**src/wsfp_pkg.sv**
```systemverilog
// Package for the WebSocket frame parser: result codes, parser phases and
// the result record shared by the core, the output register and the top level.
// No dependencies.
`default_nettype none

package wsfp_pkg;

    localparam int BYTE_W   = 8;
    localparam int OPCODE_W = 4;
    localparam int KIND_W   = 2;
    localparam int CAUSE_W  = 2;
    localparam int LEN_W    = 64;
    localparam int KEY_W    = 32;

    localparam logic [KIND_W-1:0] KIND_PAYLOAD   = 2'd0;
    localparam logic [KIND_W-1:0] KIND_EMPTY_END = 2'd1;
    localparam logic [KIND_W-1:0] KIND_ABORT     = 2'd2;
    localparam logic [KIND_W-1:0] KIND_ERROR     = 2'd3;

    localparam logic [CAUSE_W-1:0] CAUSE_RSV      = 2'd0;
    localparam logic [CAUSE_W-1:0] CAUSE_UNMASKED = 2'd1;
    localparam logic [CAUSE_W-1:0] CAUSE_CONT     = 2'd2;

    localparam logic [OPCODE_W-1:0] OPC_CONT = 4'h0;
    localparam logic [OPCODE_W-1:0] OPC_TEXT = 4'h1;

    localparam logic [6:0] LEN_EXT16 = 7'd126;
    localparam logic [6:0] LEN_EXT64 = 7'd127;
    localparam logic [2:0] EXT16_CNT = 3'd1;
    localparam logic [2:0] EXT64_CNT = 3'd7;

    typedef enum logic [2:0] {
        PH_HDR0 = 3'd0,
        PH_HDR1 = 3'd1,
        PH_EXT  = 3'd2,
        PH_KEY  = 3'd3,
        PH_PAY  = 3'd4,
        PH_ERR  = 3'd5
    } phase_t;

    typedef struct packed {
        logic [KIND_W-1:0]   kind;
        logic [BYTE_W-1:0]   data;
        logic [OPCODE_W-1:0] opcode;
        logic                eom;
        logic [CAUSE_W-1:0]  cause;
    } result_t;

endpackage

`default_nettype wire

```
**src/wsfp_if.sv**
```systemverilog
// Channel interfaces of the WebSocket frame parser: received bytes in,
// parse results out. Depends on wsfp_pkg.
`default_nettype none

interface wsfp_rx_if;
    import wsfp_pkg::*;

    logic              valid;
    logic              ready;
    logic [BYTE_W-1:0] rx_byte;

    modport source (output valid, output rx_byte, input ready);
    modport sink   (input valid, input rx_byte, output ready);
endinterface

interface wsfp_res_if;
    import wsfp_pkg::*;

    logic                valid;
    logic                ready;
    logic [KIND_W-1:0]   result_kind;
    logic [BYTE_W-1:0]   payload_data;
    logic [OPCODE_W-1:0] message_opcode;
    logic                end_of_message;
    logic [CAUSE_W-1:0]  error_cause;

    modport source (output valid, output result_kind, output payload_data,
                    output message_opcode, output end_of_message,
                    output error_cause, input ready);
    modport sink   (input valid, input result_kind, input payload_data,
                    input message_opcode, input end_of_message,
                    input error_cause, output ready);
endinterface

`default_nettype wire

```
**src/wsfp_in_reg.sv**
```systemverilog
// Input register of the WebSocket frame parser: holds one received byte
// until the core consumes it. Depends on wsfp_pkg.
`default_nettype none

module wsfp_in_reg (
    input  wire                        clk,
    input  wire                        rst_n,
    input  wire                        in_valid,
    output logic                       in_ready,
    input  wire  [wsfp_pkg::BYTE_W-1:0] in_byte,
    input  wire                        consume,
    output logic                       held_valid,
    output logic [wsfp_pkg::BYTE_W-1:0] held_byte
);
    import wsfp_pkg::*;

    logic              valid_reg;
    logic              valid_next;
    logic [BYTE_W-1:0] byte_reg;

    assign in_ready   = !valid_reg || consume;
    assign held_valid = valid_reg;
    assign held_byte  = byte_reg;

    always_comb
    begin
        valid_next = valid_reg;
        if (in_valid && in_ready)
        begin
            valid_next = 1'b1;
        end
        else if (consume)
        begin
            valid_next = 1'b0;
        end
    end

    always_ff @(posedge clk or negedge rst_n)
    begin
        if (!rst_n)
        begin
            valid_reg <= 1'b0;
        end
        else
        begin
            valid_reg <= valid_next;
        end
    end

    always_ff @(posedge clk)
    begin
        if (in_valid && in_ready)
        begin
            byte_reg <= in_byte;
        end
    end

endmodule

`default_nettype wire

```
**src/wsfp_core.sv**
```systemverilog
// Frame parsing core: header state, length counter, mask key and the
// per-byte result logic, one byte per step. Depends on wsfp_pkg.
`default_nettype none

module wsfp_core (
    input  wire                         clk,
    input  wire                         rst_n,
    input  wire                         cfg_we,
    input  wire                         cfg_wdata,
    input  wire                         step,
    input  wire  [wsfp_pkg::BYTE_W-1:0] rx_byte,
    output logic                        res_valid,
    output wsfp_pkg::result_t           res
);
    import wsfp_pkg::*;

    phase_t              phase_reg,   phase_next;
    logic [2:0]          len_cnt_reg, len_cnt_next;
    logic [LEN_W-1:0]    remain_reg,  remain_next;
    logic [KEY_W-1:0]    key_reg,     key_next;
    logic [1:0]          idx_reg,     idx_next;
    logic                final_reg,   final_next;
    logic                masked_reg,  masked_next;
    logic [OPCODE_W-1:0] fopc_reg,    fopc_next;
    logic                frag_reg,    frag_next;
    logic [OPCODE_W-1:0] mopc_reg,    mopc_next;
    logic                mask_req_reg;

    logic                do_start;
    logic [OPCODE_W-1:0] tag;
    logic [BYTE_W-1:0]   key_byte;

    assign tag = (fopc_reg == OPC_CONT) ? mopc_reg : fopc_reg;

    always_comb
    begin
        case (idx_reg)
            2'd0:    key_byte = key_reg[31:24];
            2'd1:    key_byte = key_reg[23:16];
            2'd2:    key_byte = key_reg[15:8];
            default: key_byte = key_reg[7:0];
        endcase
    end

    always_comb
    begin
        phase_next   = phase_reg;
        len_cnt_next = len_cnt_reg;
        remain_next  = remain_reg;
        key_next     = key_reg;
        idx_next     = idx_reg;
        final_next   = final_reg;
        masked_next  = masked_reg;
        fopc_next    = fopc_reg;
        frag_next    = frag_reg;
        mopc_next    = mopc_reg;
        do_start     = 1'b0;
        res_valid    = 1'b0;
        res          = '0;

        case (phase_reg)
            PH_HDR0:
            begin
                final_next = rx_byte[7];
                fopc_next  = rx_byte[3:0];
                if (rx_byte[6:4] != 3'd0)
                begin
                    phase_next = PH_ERR;
                    res_valid  = 1'b1;
                    res.kind   = KIND_ERROR;
                    res.opcode = rx_byte[3:0];
                    res.cause  = CAUSE_RSV;
                end
                else
                begin
                    phase_next = PH_HDR1;
                    if (frag_reg && rx_byte[3:0] != OPC_CONT && !rx_byte[3])
                    begin
                        frag_next  = 1'b0;
                        res_valid  = 1'b1;
                        res.kind   = KIND_ABORT;
                        res.opcode = mopc_reg;
                    end
                end
            end
            PH_HDR1:
            begin
                masked_next = rx_byte[7];
                if (mask_req_reg && !rx_byte[7])
                begin
                    phase_next = PH_ERR;
                    res_valid  = 1'b1;
                    res.kind   = KIND_ERROR;
                    res.opcode = fopc_reg;
                    res.cause  = CAUSE_UNMASKED;
                end
                else if (fopc_reg == OPC_CONT && !frag_reg)
                begin
                    phase_next = PH_ERR;
                    res_valid  = 1'b1;
                    res.kind   = KIND_ERROR;
                    res.opcode = OPC_CONT;
                    res.cause  = CAUSE_CONT;
                end
                else
                begin
                    key_next = '0;
                    idx_next = 2'd0;
                    if (rx_byte[6:0] == LEN_EXT16 || rx_byte[6:0] == LEN_EXT64)
                    begin
                        len_cnt_next = (rx_byte[6:0] == LEN_EXT16) ? EXT16_CNT : EXT64_CNT;
                        remain_next  = '0;
                        phase_next   = PH_EXT;
                    end
                    else
                    begin
                        remain_next = {{(LEN_W-7){1'b0}}, rx_byte[6:0]};
                        if (rx_byte[7])
                        begin
                            phase_next = PH_KEY;
                        end
                        else
                        begin
                            do_start = 1'b1;
                        end
                    end
                end
            end
            PH_EXT:
            begin
                remain_next = {remain_reg[LEN_W-BYTE_W-1:0], rx_byte};
                if (len_cnt_reg == 3'd0)
                begin
                    if (masked_reg)
                    begin
                        phase_next = PH_KEY;
                        idx_next   = 2'd0;
                    end
                    else
                    begin
                        do_start = 1'b1;
                    end
                end
                else
                begin
                    len_cnt_next = len_cnt_reg - 3'd1;
                end
            end
            PH_KEY:
            begin
                key_next = {key_reg[KEY_W-BYTE_W-1:0], rx_byte};
                if (idx_reg == 2'd3)
                begin
                    do_start = 1'b1;
                end
                else
                begin
                    idx_next = idx_reg + 2'd1;
                end
            end
            PH_PAY:
            begin
                idx_next    = idx_reg + 2'd1;
                remain_next = remain_reg - {{(LEN_W-1){1'b0}}, 1'b1};
                res_valid   = 1'b1;
                res.kind    = KIND_PAYLOAD;
                res.data    = rx_byte ^ key_byte;
                res.opcode  = tag;
                if (remain_reg == {{(LEN_W-1){1'b0}}, 1'b1})
                begin
                    phase_next = PH_HDR0;
                    res.eom    = final_reg;
                end
            end
            default:
            begin
                phase_next = phase_reg;
            end
        endcase

        if (do_start)
        begin
            idx_next = 2'd0;
            if (!fopc_reg[3])
            begin
                if (fopc_reg != OPC_CONT)
                begin
                    if (!final_reg)
                    begin
                        frag_next = 1'b1;
                        mopc_next = fopc_reg;
                    end
                end
                else if (final_reg)
                begin
                    frag_next = 1'b0;
                end
            end
            if (remain_next == '0)
            begin
                phase_next = PH_HDR0;
                if (final_reg)
                begin
                    res_valid  = 1'b1;
                    res.kind   = KIND_EMPTY_END;
                    res.opcode = tag;
                    res.eom    = 1'b1;
                end
            end
            else
            begin
                phase_next = PH_PAY;
            end
        end
    end

    always_ff @(posedge clk or negedge rst_n)
    begin
        if (!rst_n)
        begin
            phase_reg    <= PH_HDR0;
            len_cnt_reg  <= '0;
            remain_reg   <= '0;
            key_reg      <= '0;
            idx_reg      <= '0;
            final_reg    <= 1'b0;
            masked_reg   <= 1'b0;
            fopc_reg     <= OPC_CONT;
            frag_reg     <= 1'b0;
            mopc_reg     <= OPC_TEXT;
            mask_req_reg <= 1'b1;
        end
        else
        begin
            if (cfg_we)
            begin
                mask_req_reg <= cfg_wdata;
            end
            if (step)
            begin
                phase_reg   <= phase_next;
                len_cnt_reg <= len_cnt_next;
                remain_reg  <= remain_next;
                key_reg     <= key_next;
                idx_reg     <= idx_next;
                final_reg   <= final_next;
                masked_reg  <= masked_next;
                fopc_reg    <= fopc_next;
                frag_reg    <= frag_next;
                mopc_reg    <= mopc_next;
            end
        end
    end

endmodule

`default_nettype wire

```
**src/wsfp_out_reg.sv**
```systemverilog
// Result register of the WebSocket frame parser: holds one result until the
// receiver takes it. Depends on wsfp_pkg.
`default_nettype none

module wsfp_out_reg (
    input  wire                clk,
    input  wire                rst_n,
    input  wire                load,
    input  wire wsfp_pkg::result_t load_res,
    output logic               can_take,
    output logic               out_valid,
    input  wire                out_ready,
    output wsfp_pkg::result_t  out_res
);
    import wsfp_pkg::*;

    logic    valid_reg;
    logic    valid_next;
    result_t res_reg;

    assign can_take  = !valid_reg || out_ready;
    assign out_valid = valid_reg;
    assign out_res   = res_reg;

    always_comb
    begin
        valid_next = valid_reg;
        if (load)
        begin
            valid_next = 1'b1;
        end
        else if (out_ready)
        begin
            valid_next = 1'b0;
        end
    end

    always_ff @(posedge clk or negedge rst_n)
    begin
        if (!rst_n)
        begin
            valid_reg <= 1'b0;
        end
        else
        begin
            valid_reg <= valid_next;
        end
    end

    always_ff @(posedge clk)
    begin
        if (load)
        begin
            res_reg <= load_res;
        end
    end

endmodule

`default_nettype wire

```
**src/websocket_frame_parser.sv**
```systemverilog
// WebSocket frame parser, top level: input register, parsing core and
// result register. Depends on wsfp_pkg, wsfp_if, wsfp_in_reg, wsfp_core,
// wsfp_out_reg.
//
// Usage:
//   rx_ch carries the received stream one byte per transaction. res_ch
//   carries at most one result per byte: an unmasked payload byte, an empty
//   message end, an abort of a pending fragmented message, or a protocol
//   error with its cause. Header bytes give no other result.
//   cfg_we/cfg_wdata write mask_required; write it only while idle.
//   A byte waits in the input register, its result in the result register.
//   Throughput: one byte per cycle unless the receiver stalls, set by the
//   combinational parse step between input and result registers.
//   Reset clears both registers, returns the parser to the first header
//   byte and sets mask_required to 1.
//   When the receiver stalls, the result register holds, the core waits,
//   and rx_ch.ready drops once the input register is also full.
//   After a protocol error all further bytes are consumed without result
//   until reset.
`default_nettype none

module websocket_frame_parser (
    input  wire         clk,
    input  wire         rst_n,
    wsfp_rx_if.sink     rx_ch,
    wsfp_res_if.source  res_ch,
    input  wire         cfg_we,
    input  wire         cfg_wdata
);
    import wsfp_pkg::*;

    logic              held_valid;
    logic [BYTE_W-1:0] held_byte;
    logic              can_take;
    logic              step;
    logic              core_valid;
    result_t           core_res;
    logic              out_load;
    result_t           out_res;

    assign step     = held_valid && can_take;
    assign out_load = step && core_valid;

    wsfp_in_reg u_in_reg (
        .clk        (clk),
        .rst_n      (rst_n),
        .in_valid   (rx_ch.valid),
        .in_ready   (rx_ch.ready),
        .in_byte    (rx_ch.rx_byte),
        .consume    (step),
        .held_valid (held_valid),
        .held_byte  (held_byte)
    );

    wsfp_core u_core (
        .clk       (clk),
        .rst_n     (rst_n),
        .cfg_we    (cfg_we),
        .cfg_wdata (cfg_wdata),
        .step      (step),
        .rx_byte   (held_byte),
        .res_valid (core_valid),
        .res       (core_res)
    );

    wsfp_out_reg u_out_reg (
        .clk       (clk),
        .rst_n     (rst_n),
        .load      (out_load),
        .load_res  (core_res),
        .can_take  (can_take),
        .out_valid (res_ch.valid),
        .out_ready (res_ch.ready),
        .out_res   (out_res)
    );

    assign res_ch.result_kind    = out_res.kind;
    assign res_ch.payload_data   = out_res.data;
    assign res_ch.message_opcode = out_res.opcode;
    assign res_ch.end_of_message = out_res.eom;
    assign res_ch.error_cause    = out_res.cause;

    a_error_sticky: assert property (@(posedge clk) disable iff (!rst_n)
        (out_load && core_res.kind == KIND_ERROR) |=> !out_load)
        else $error("result produced after protocol error");

    a_stall_holds_input: assert property (@(posedge clk) disable iff (!rst_n)
        (held_valid && res_ch.valid && !res_ch.ready) |=> held_valid)
        else $error("input byte lost while result register stalled");

    a_eom_kind: assert property (@(posedge clk) disable iff (!rst_n)
        (out_load && core_res.eom) |->
            (core_res.kind == KIND_PAYLOAD || core_res.kind == KIND_EMPTY_END))
        else $error("end of message on abort or error result");

    a_cause_only_on_error: assert property (@(posedge clk) disable iff (!rst_n)
        (out_load && core_res.kind != KIND_ERROR) |->
            (core_res.cause == CAUSE_RSV))
        else $error("error cause set on non-error result");

endmodule

`default_nettype wire

```
**src/flat_wrapper.sv**
```systemverilog
// flat-port wrapper written by rule: the top's interface ports become plain ports
module websocket_frame_parser_flat import wsfp_pkg::*;
  (clk, rst_n, cfg_we, cfg_wdata, rx_ch_valid, rx_ch_rx_byte, rx_ch_ready, res_ch_valid, res_ch_result_kind, res_ch_payload_data, res_ch_message_opcode, res_ch_end_of_message, res_ch_error_cause, res_ch_ready);
  wsfp_rx_if rx_ch_i ();
  wsfp_res_if res_ch_i ();
  input  wire clk;
  input  wire rst_n;
  input  wire cfg_we;
  input  wire cfg_wdata;
  input wire logic [$bits(rx_ch_i.valid)-1:0] rx_ch_valid;
  input wire logic [$bits(rx_ch_i.rx_byte)-1:0] rx_ch_rx_byte;
  output wire logic [$bits(rx_ch_i.ready)-1:0] rx_ch_ready;
  output wire logic [$bits(res_ch_i.valid)-1:0] res_ch_valid;
  output wire logic [$bits(res_ch_i.result_kind)-1:0] res_ch_result_kind;
  output wire logic [$bits(res_ch_i.payload_data)-1:0] res_ch_payload_data;
  output wire logic [$bits(res_ch_i.message_opcode)-1:0] res_ch_message_opcode;
  output wire logic [$bits(res_ch_i.end_of_message)-1:0] res_ch_end_of_message;
  output wire logic [$bits(res_ch_i.error_cause)-1:0] res_ch_error_cause;
  input wire logic [$bits(res_ch_i.ready)-1:0] res_ch_ready;
  assign rx_ch_i.valid = rx_ch_valid;
  assign rx_ch_i.rx_byte = rx_ch_rx_byte;
  assign rx_ch_ready = rx_ch_i.ready;
  assign res_ch_valid = res_ch_i.valid;
  assign res_ch_result_kind = res_ch_i.result_kind;
  assign res_ch_payload_data = res_ch_i.payload_data;
  assign res_ch_message_opcode = res_ch_i.message_opcode;
  assign res_ch_end_of_message = res_ch_i.end_of_message;
  assign res_ch_error_cause = res_ch_i.error_cause;
  assign res_ch_i.ready = res_ch_ready;
  websocket_frame_parser u_core (.clk(clk), .rst_n(rst_n), .rx_ch(rx_ch_i), .res_ch(res_ch_i), .cfg_we(cfg_we), .cfg_wdata(cfg_wdata));
endmodule
```
**config.mk**
```make
export PLATFORM = sky130hd
export DESIGN_NAME = websocket_frame_parser_flat
export DESIGN_NICKNAME = d
export VERILOG_FILES = /design/src/wsfp_pkg.sv /design/src/wsfp_if.sv /design/src/wsfp_in_reg.sv /design/src/wsfp_core.sv /design/src/wsfp_out_reg.sv /design/src/websocket_frame_parser.sv /design/src/flat_wrapper.sv
export SDC_FILE = /design/constraint.sdc
export NUM_CORES = 1
export LEC_CHECK = 0
export BUFFER_PORTS_ARGS = -buffer_cell sky130_fd_sc_hd__buf_2
export CAP_MARGIN = 25
export CORE_ASPECT_RATIO = 1.2
export CORE_UTILIZATION = 25
export CTS_BUF_LIST = sky130_fd_sc_hd__clkbuf_8
export CTS_CLUSTER_DIAMETER = 30
export DETAILED_ROUTE_END_ITERATION = 10
export GPL_ROUTABILITY_DRIVEN = 1
export GPL_TIMING_DRIVEN = 0
export HOLD_SLACK_MARGIN = 0.05
export SLEW_MARGIN = 0
export SYNTH_ARGS = -nofsm -noshare
export SYNTH_HDL_FRONTEND = slang
export SYNTH_HIERARCHICAL = 1
export SYNTH_SLANG_ARGS = --single-unit
```
**constraint.sdc**
```tcl
create_clock -name clk -period 6.1 [get_ports clk]
set_clock_uncertainty 0.15 [all_clocks]
set_input_delay 0.61 -clock clk [delete_from_list [all_inputs] [get_ports clk]]
set_output_delay 0.61 -clock clk [all_outputs]
set_load 0.02 [all_outputs]
```
==> reports/qor.json <==
{
  "run_status": "finished, final reports clean",
  "arr_time_crit_path_ns": 5.79,
  "static-leakage-power_nw": 4.018,
  "fp-row-count": 77,
  "yosysWarnings": 6,
  "fmax_ghz": 0.1717,
  "largest_register_ff_count": 64,
  "total_power_w": 0.006315,
  "remaining_drc_errors": 0,
  "timing.final.setup_violations": 0,
  "worst_case_vdd_ir_drop_mv": 0.1901,
  "synth_enable_flop_cells": 25,
  "setup_slack_ns": 0.2769,
  "crit_path_end_kind": "register",
  "cts_tree": "built",
  "count_of_fill_cells_added_during_filler_insertion": 3978,
  "mostFrequentLayoutCells": "sky130_fd_sc_hd__nor2_1, sky130_fd_sc_hd__dfrtp_1, sky130_fd_sc_hd__nand2_1, sky130_fd_sc_hd__clkbuf_1, sky130_fd_sc_hd__a21oi_1",
  "clock_path_buffers": 2,
  "crit_path_start_kind": "register",
  "cts-htree-levels": 4,
  "syn-mean-instance-area_um2": 8.538,
  "grt_max_degree": 66,
  "pwr_density_cell_nw_per_um2": 585.0,
  "crit_type": "reg -> reg",
  "grt_overflow_total": 0,
  "synth_sequential_area_ratio": 0.3874,
  "detailedPlacementHpwl_um": 30230,
  "netlist_instances": 1113,
  "worst_slew_margin_rel": 0.1497,
  "coreArea_um2": 37190,
  "finalMaxSlewViolations": 0,
  "vias_in_the_first_global_route": 9754,
  "overall_die_area_um2": 38800,
  "drt_first_pass_iters": 9,
  "avgViaCountPerCell": 6.140,
  "tritoncts.num_buffers": 17,
  "commonest_non_fill_non_tap_cell_in_the_layout": "sky130_fd_sc_hd__nor2_1",
  "die_height_um": 215.6,
  "port-buffer-count": 32,
  "grt_pass1_wl_um": 62570,
  "grt_antenna_before_repair": 0,
  "ioPinCount": 33,
  "synth.cell_area_um2": 9503,
  "post-route-cell-area_um2": 10800,
  "clk_sinks": 142,
  "clock-root-buffer": "sky130_fd_sc_hd__clkbuf_8",
  "sequential_cell_area_um2": 3681,
  "floorplan.initialDensity": 0.2555,
  "fin_setup_tns_ns": 0,
  "drt_first_iter_violations": 1420,
  "postRouteWirelength_um": 41990,
  "place_worst_setup_slack_ns": -0.3791,
  "min-delay-path-class": "in -> reg",
  "yosysUniqueCellTypes": 90,
  "route.detailed.wl_per_inst_um": 25.34,
  "final.period_utilization": 0.9546,
  "place.gp.congestion": 0.9663,
  "placed_standard_cell_area_um2": 10310,
  "finalWorstPathRequiredPeriod_ns": 5.823,
  "design.final.nets": 1193,
  "timing_hold_violations_final": 0,
  "grt_setup_unrepaired": "no",
  "total_area_of_multi_input_combinational_cells_um2": 5373,
  "vias": 10174,
  "overall_routing_resource_usage": 0.2136,
  "chipWidth_um": 180.0,
  "post_synthesis_net_count": 1136,
  "postSynth.topFlopCell": "sky130_fd_sc_hd__dfrtp_1",
  "cp_data_required_time_ns": 6.06,
  "worst_setup_hold_path_clk_slew_ns": 0.09,
  "clkLatencyLatePin_ns": 0.48,
  "syn2layout_area_growth_pct": 13.60,
  "post_synthesis_sequential_element_count": 142,
  "drtAntennaViolNets": 0,
  "hold_ws_ns": 0.1658,
  "layout-drive-gt1-share": 0.1124,
  "worst_pin_slew_ns": 1.265,
  "n_antenna_cell": 0,
  "worstPathMaxFanout": 18,
  "postSynth.asyncResetShare": 0.8239,
  "drv_cap": 0
}
==> cell usage after synthesis, drive strengths merged (16+ instances only) <==
cell type	count	area (um2)
a21oi	77	389.1
a22o	43	376.6
buf	21	105.1
clkbuf	80	301.5
dfrtp	115	2878
edfxtp	25	750.7
inv	19	71.32
nand2	87	326.6
nand3	35	175.2
nand4	32	206.5
nor2	120	452.9
nor3	42	220.2
nor4	42	326.6
o21ai	72	360.4
or4	16	127.6
==> kinds of logic after synthesis <==
family	count (synthesis)	synth area share
simple gates	476	0.2760
mux	17	0.01949
compound gates	333	0.2408
flops	142	0.3874
fa+ha+maj	9	0.01185
xor+xnor	15	0.01382
buf+inv	121	0.05069
==> final timing paths <==
check                                          endpoint                    startpoint  slack (ns)  cells past startpoint
max                        u_core/u_out_reg/out_res[15]  u_core/u_in_reg/held_byte[7]        0.28                     14
min                        u_core/u_in_reg/held_byte[4]              rx_ch_rx_byte[4]        0.17                      1
max reg2reg                u_core/u_out_reg/out_res[15]  u_core/u_in_reg/held_byte[7]        0.28                     14
min reg2reg                u_core/u_core/len_cnt_reg[1]  u_core/u_core/len_cnt_reg[1]        0.34                      1
max in group asynchronous      u_core/u_core/key_reg[4]                         rst_n        4.57                      3
min in group asynchronous     u_core/u_core/fopc_reg[3]                         rst_n        0.50                      2
==> worst max-delay path: stages (launching register included) <==
cell                       delay [ns]
sky130_fd_sc_hd__edfxtp_1        0.33
sky130_fd_sc_hd__clkbuf_1        0.57
sky130_fd_sc_hd__nand2b_1        0.25
sky130_fd_sc_hd__o21ai_1         0.23
sky130_fd_sc_hd__a21oi_2         0.42
sky130_fd_sc_hd__clkbuf_1        0.64
sky130_fd_sc_hd__nand2_1         0.11
sky130_fd_sc_hd__a221oi_1        0.84
sky130_fd_sc_hd__nand4_1         0.24
sky130_fd_sc_hd__or4_4           0.63
sky130_fd_sc_hd__nor4b_4         0.23
sky130_fd_sc_hd__buf_4           0.19
sky130_fd_sc_hd__nor2_2          0.05
sky130_fd_sc_hd__nand3_1         0.11
sky130_fd_sc_hd__and3_2          0.48
==> what timing repair did <==
action	4_1_cts	5_1_grt
hold buffers	1	0
resized for setup	2	7
setup buffers	0	2
hold endpoints to repair	50	0
endpoints found under the setup margin	18	18
==> power by group <==
group          switching [W]  internal (W)
clock               0.000456      0.000405
combinational        0.00257       0.00111
sequential          0.000417       0.00136
total                0.00344       0.00287
==> metal layers <==
metal | up-vias | global-route usage | wire, um
met4 | 0 | 0.1330 | 3183
li1 | 4371 | - | -
met3 | 211 | 0.04590 | 3533
met5 | - | 0 | 0
met1 | 4935 | 0.2574 | 16290
met2 | 657 | 0.3472 | 18980
==> through the flow <==
| stage | util | cells |
|---|---|---|
| global route | 0.2903 | 1657 |
| finish | 0.2903 | 1657 |
| global placement | 0.2758 | 1619 |
| CTS | 0.2891 | 1655 |
| detailed placement | 0.2771 | 1622 |
| floorplan | - | 1113 |
==> area by class of cell <==
type                       instances  area share
clock buffer                      19     0.02422
buffer                           101     0.03790
clock inverter                    13     0.01553
tap                              474     0.05494
multi-input combinational        850      0.4977
sequential                       142      0.3410
timing repair buffer              38     0.02179
inverter                          20    0.006954
(Power assumes the default switching activity.)
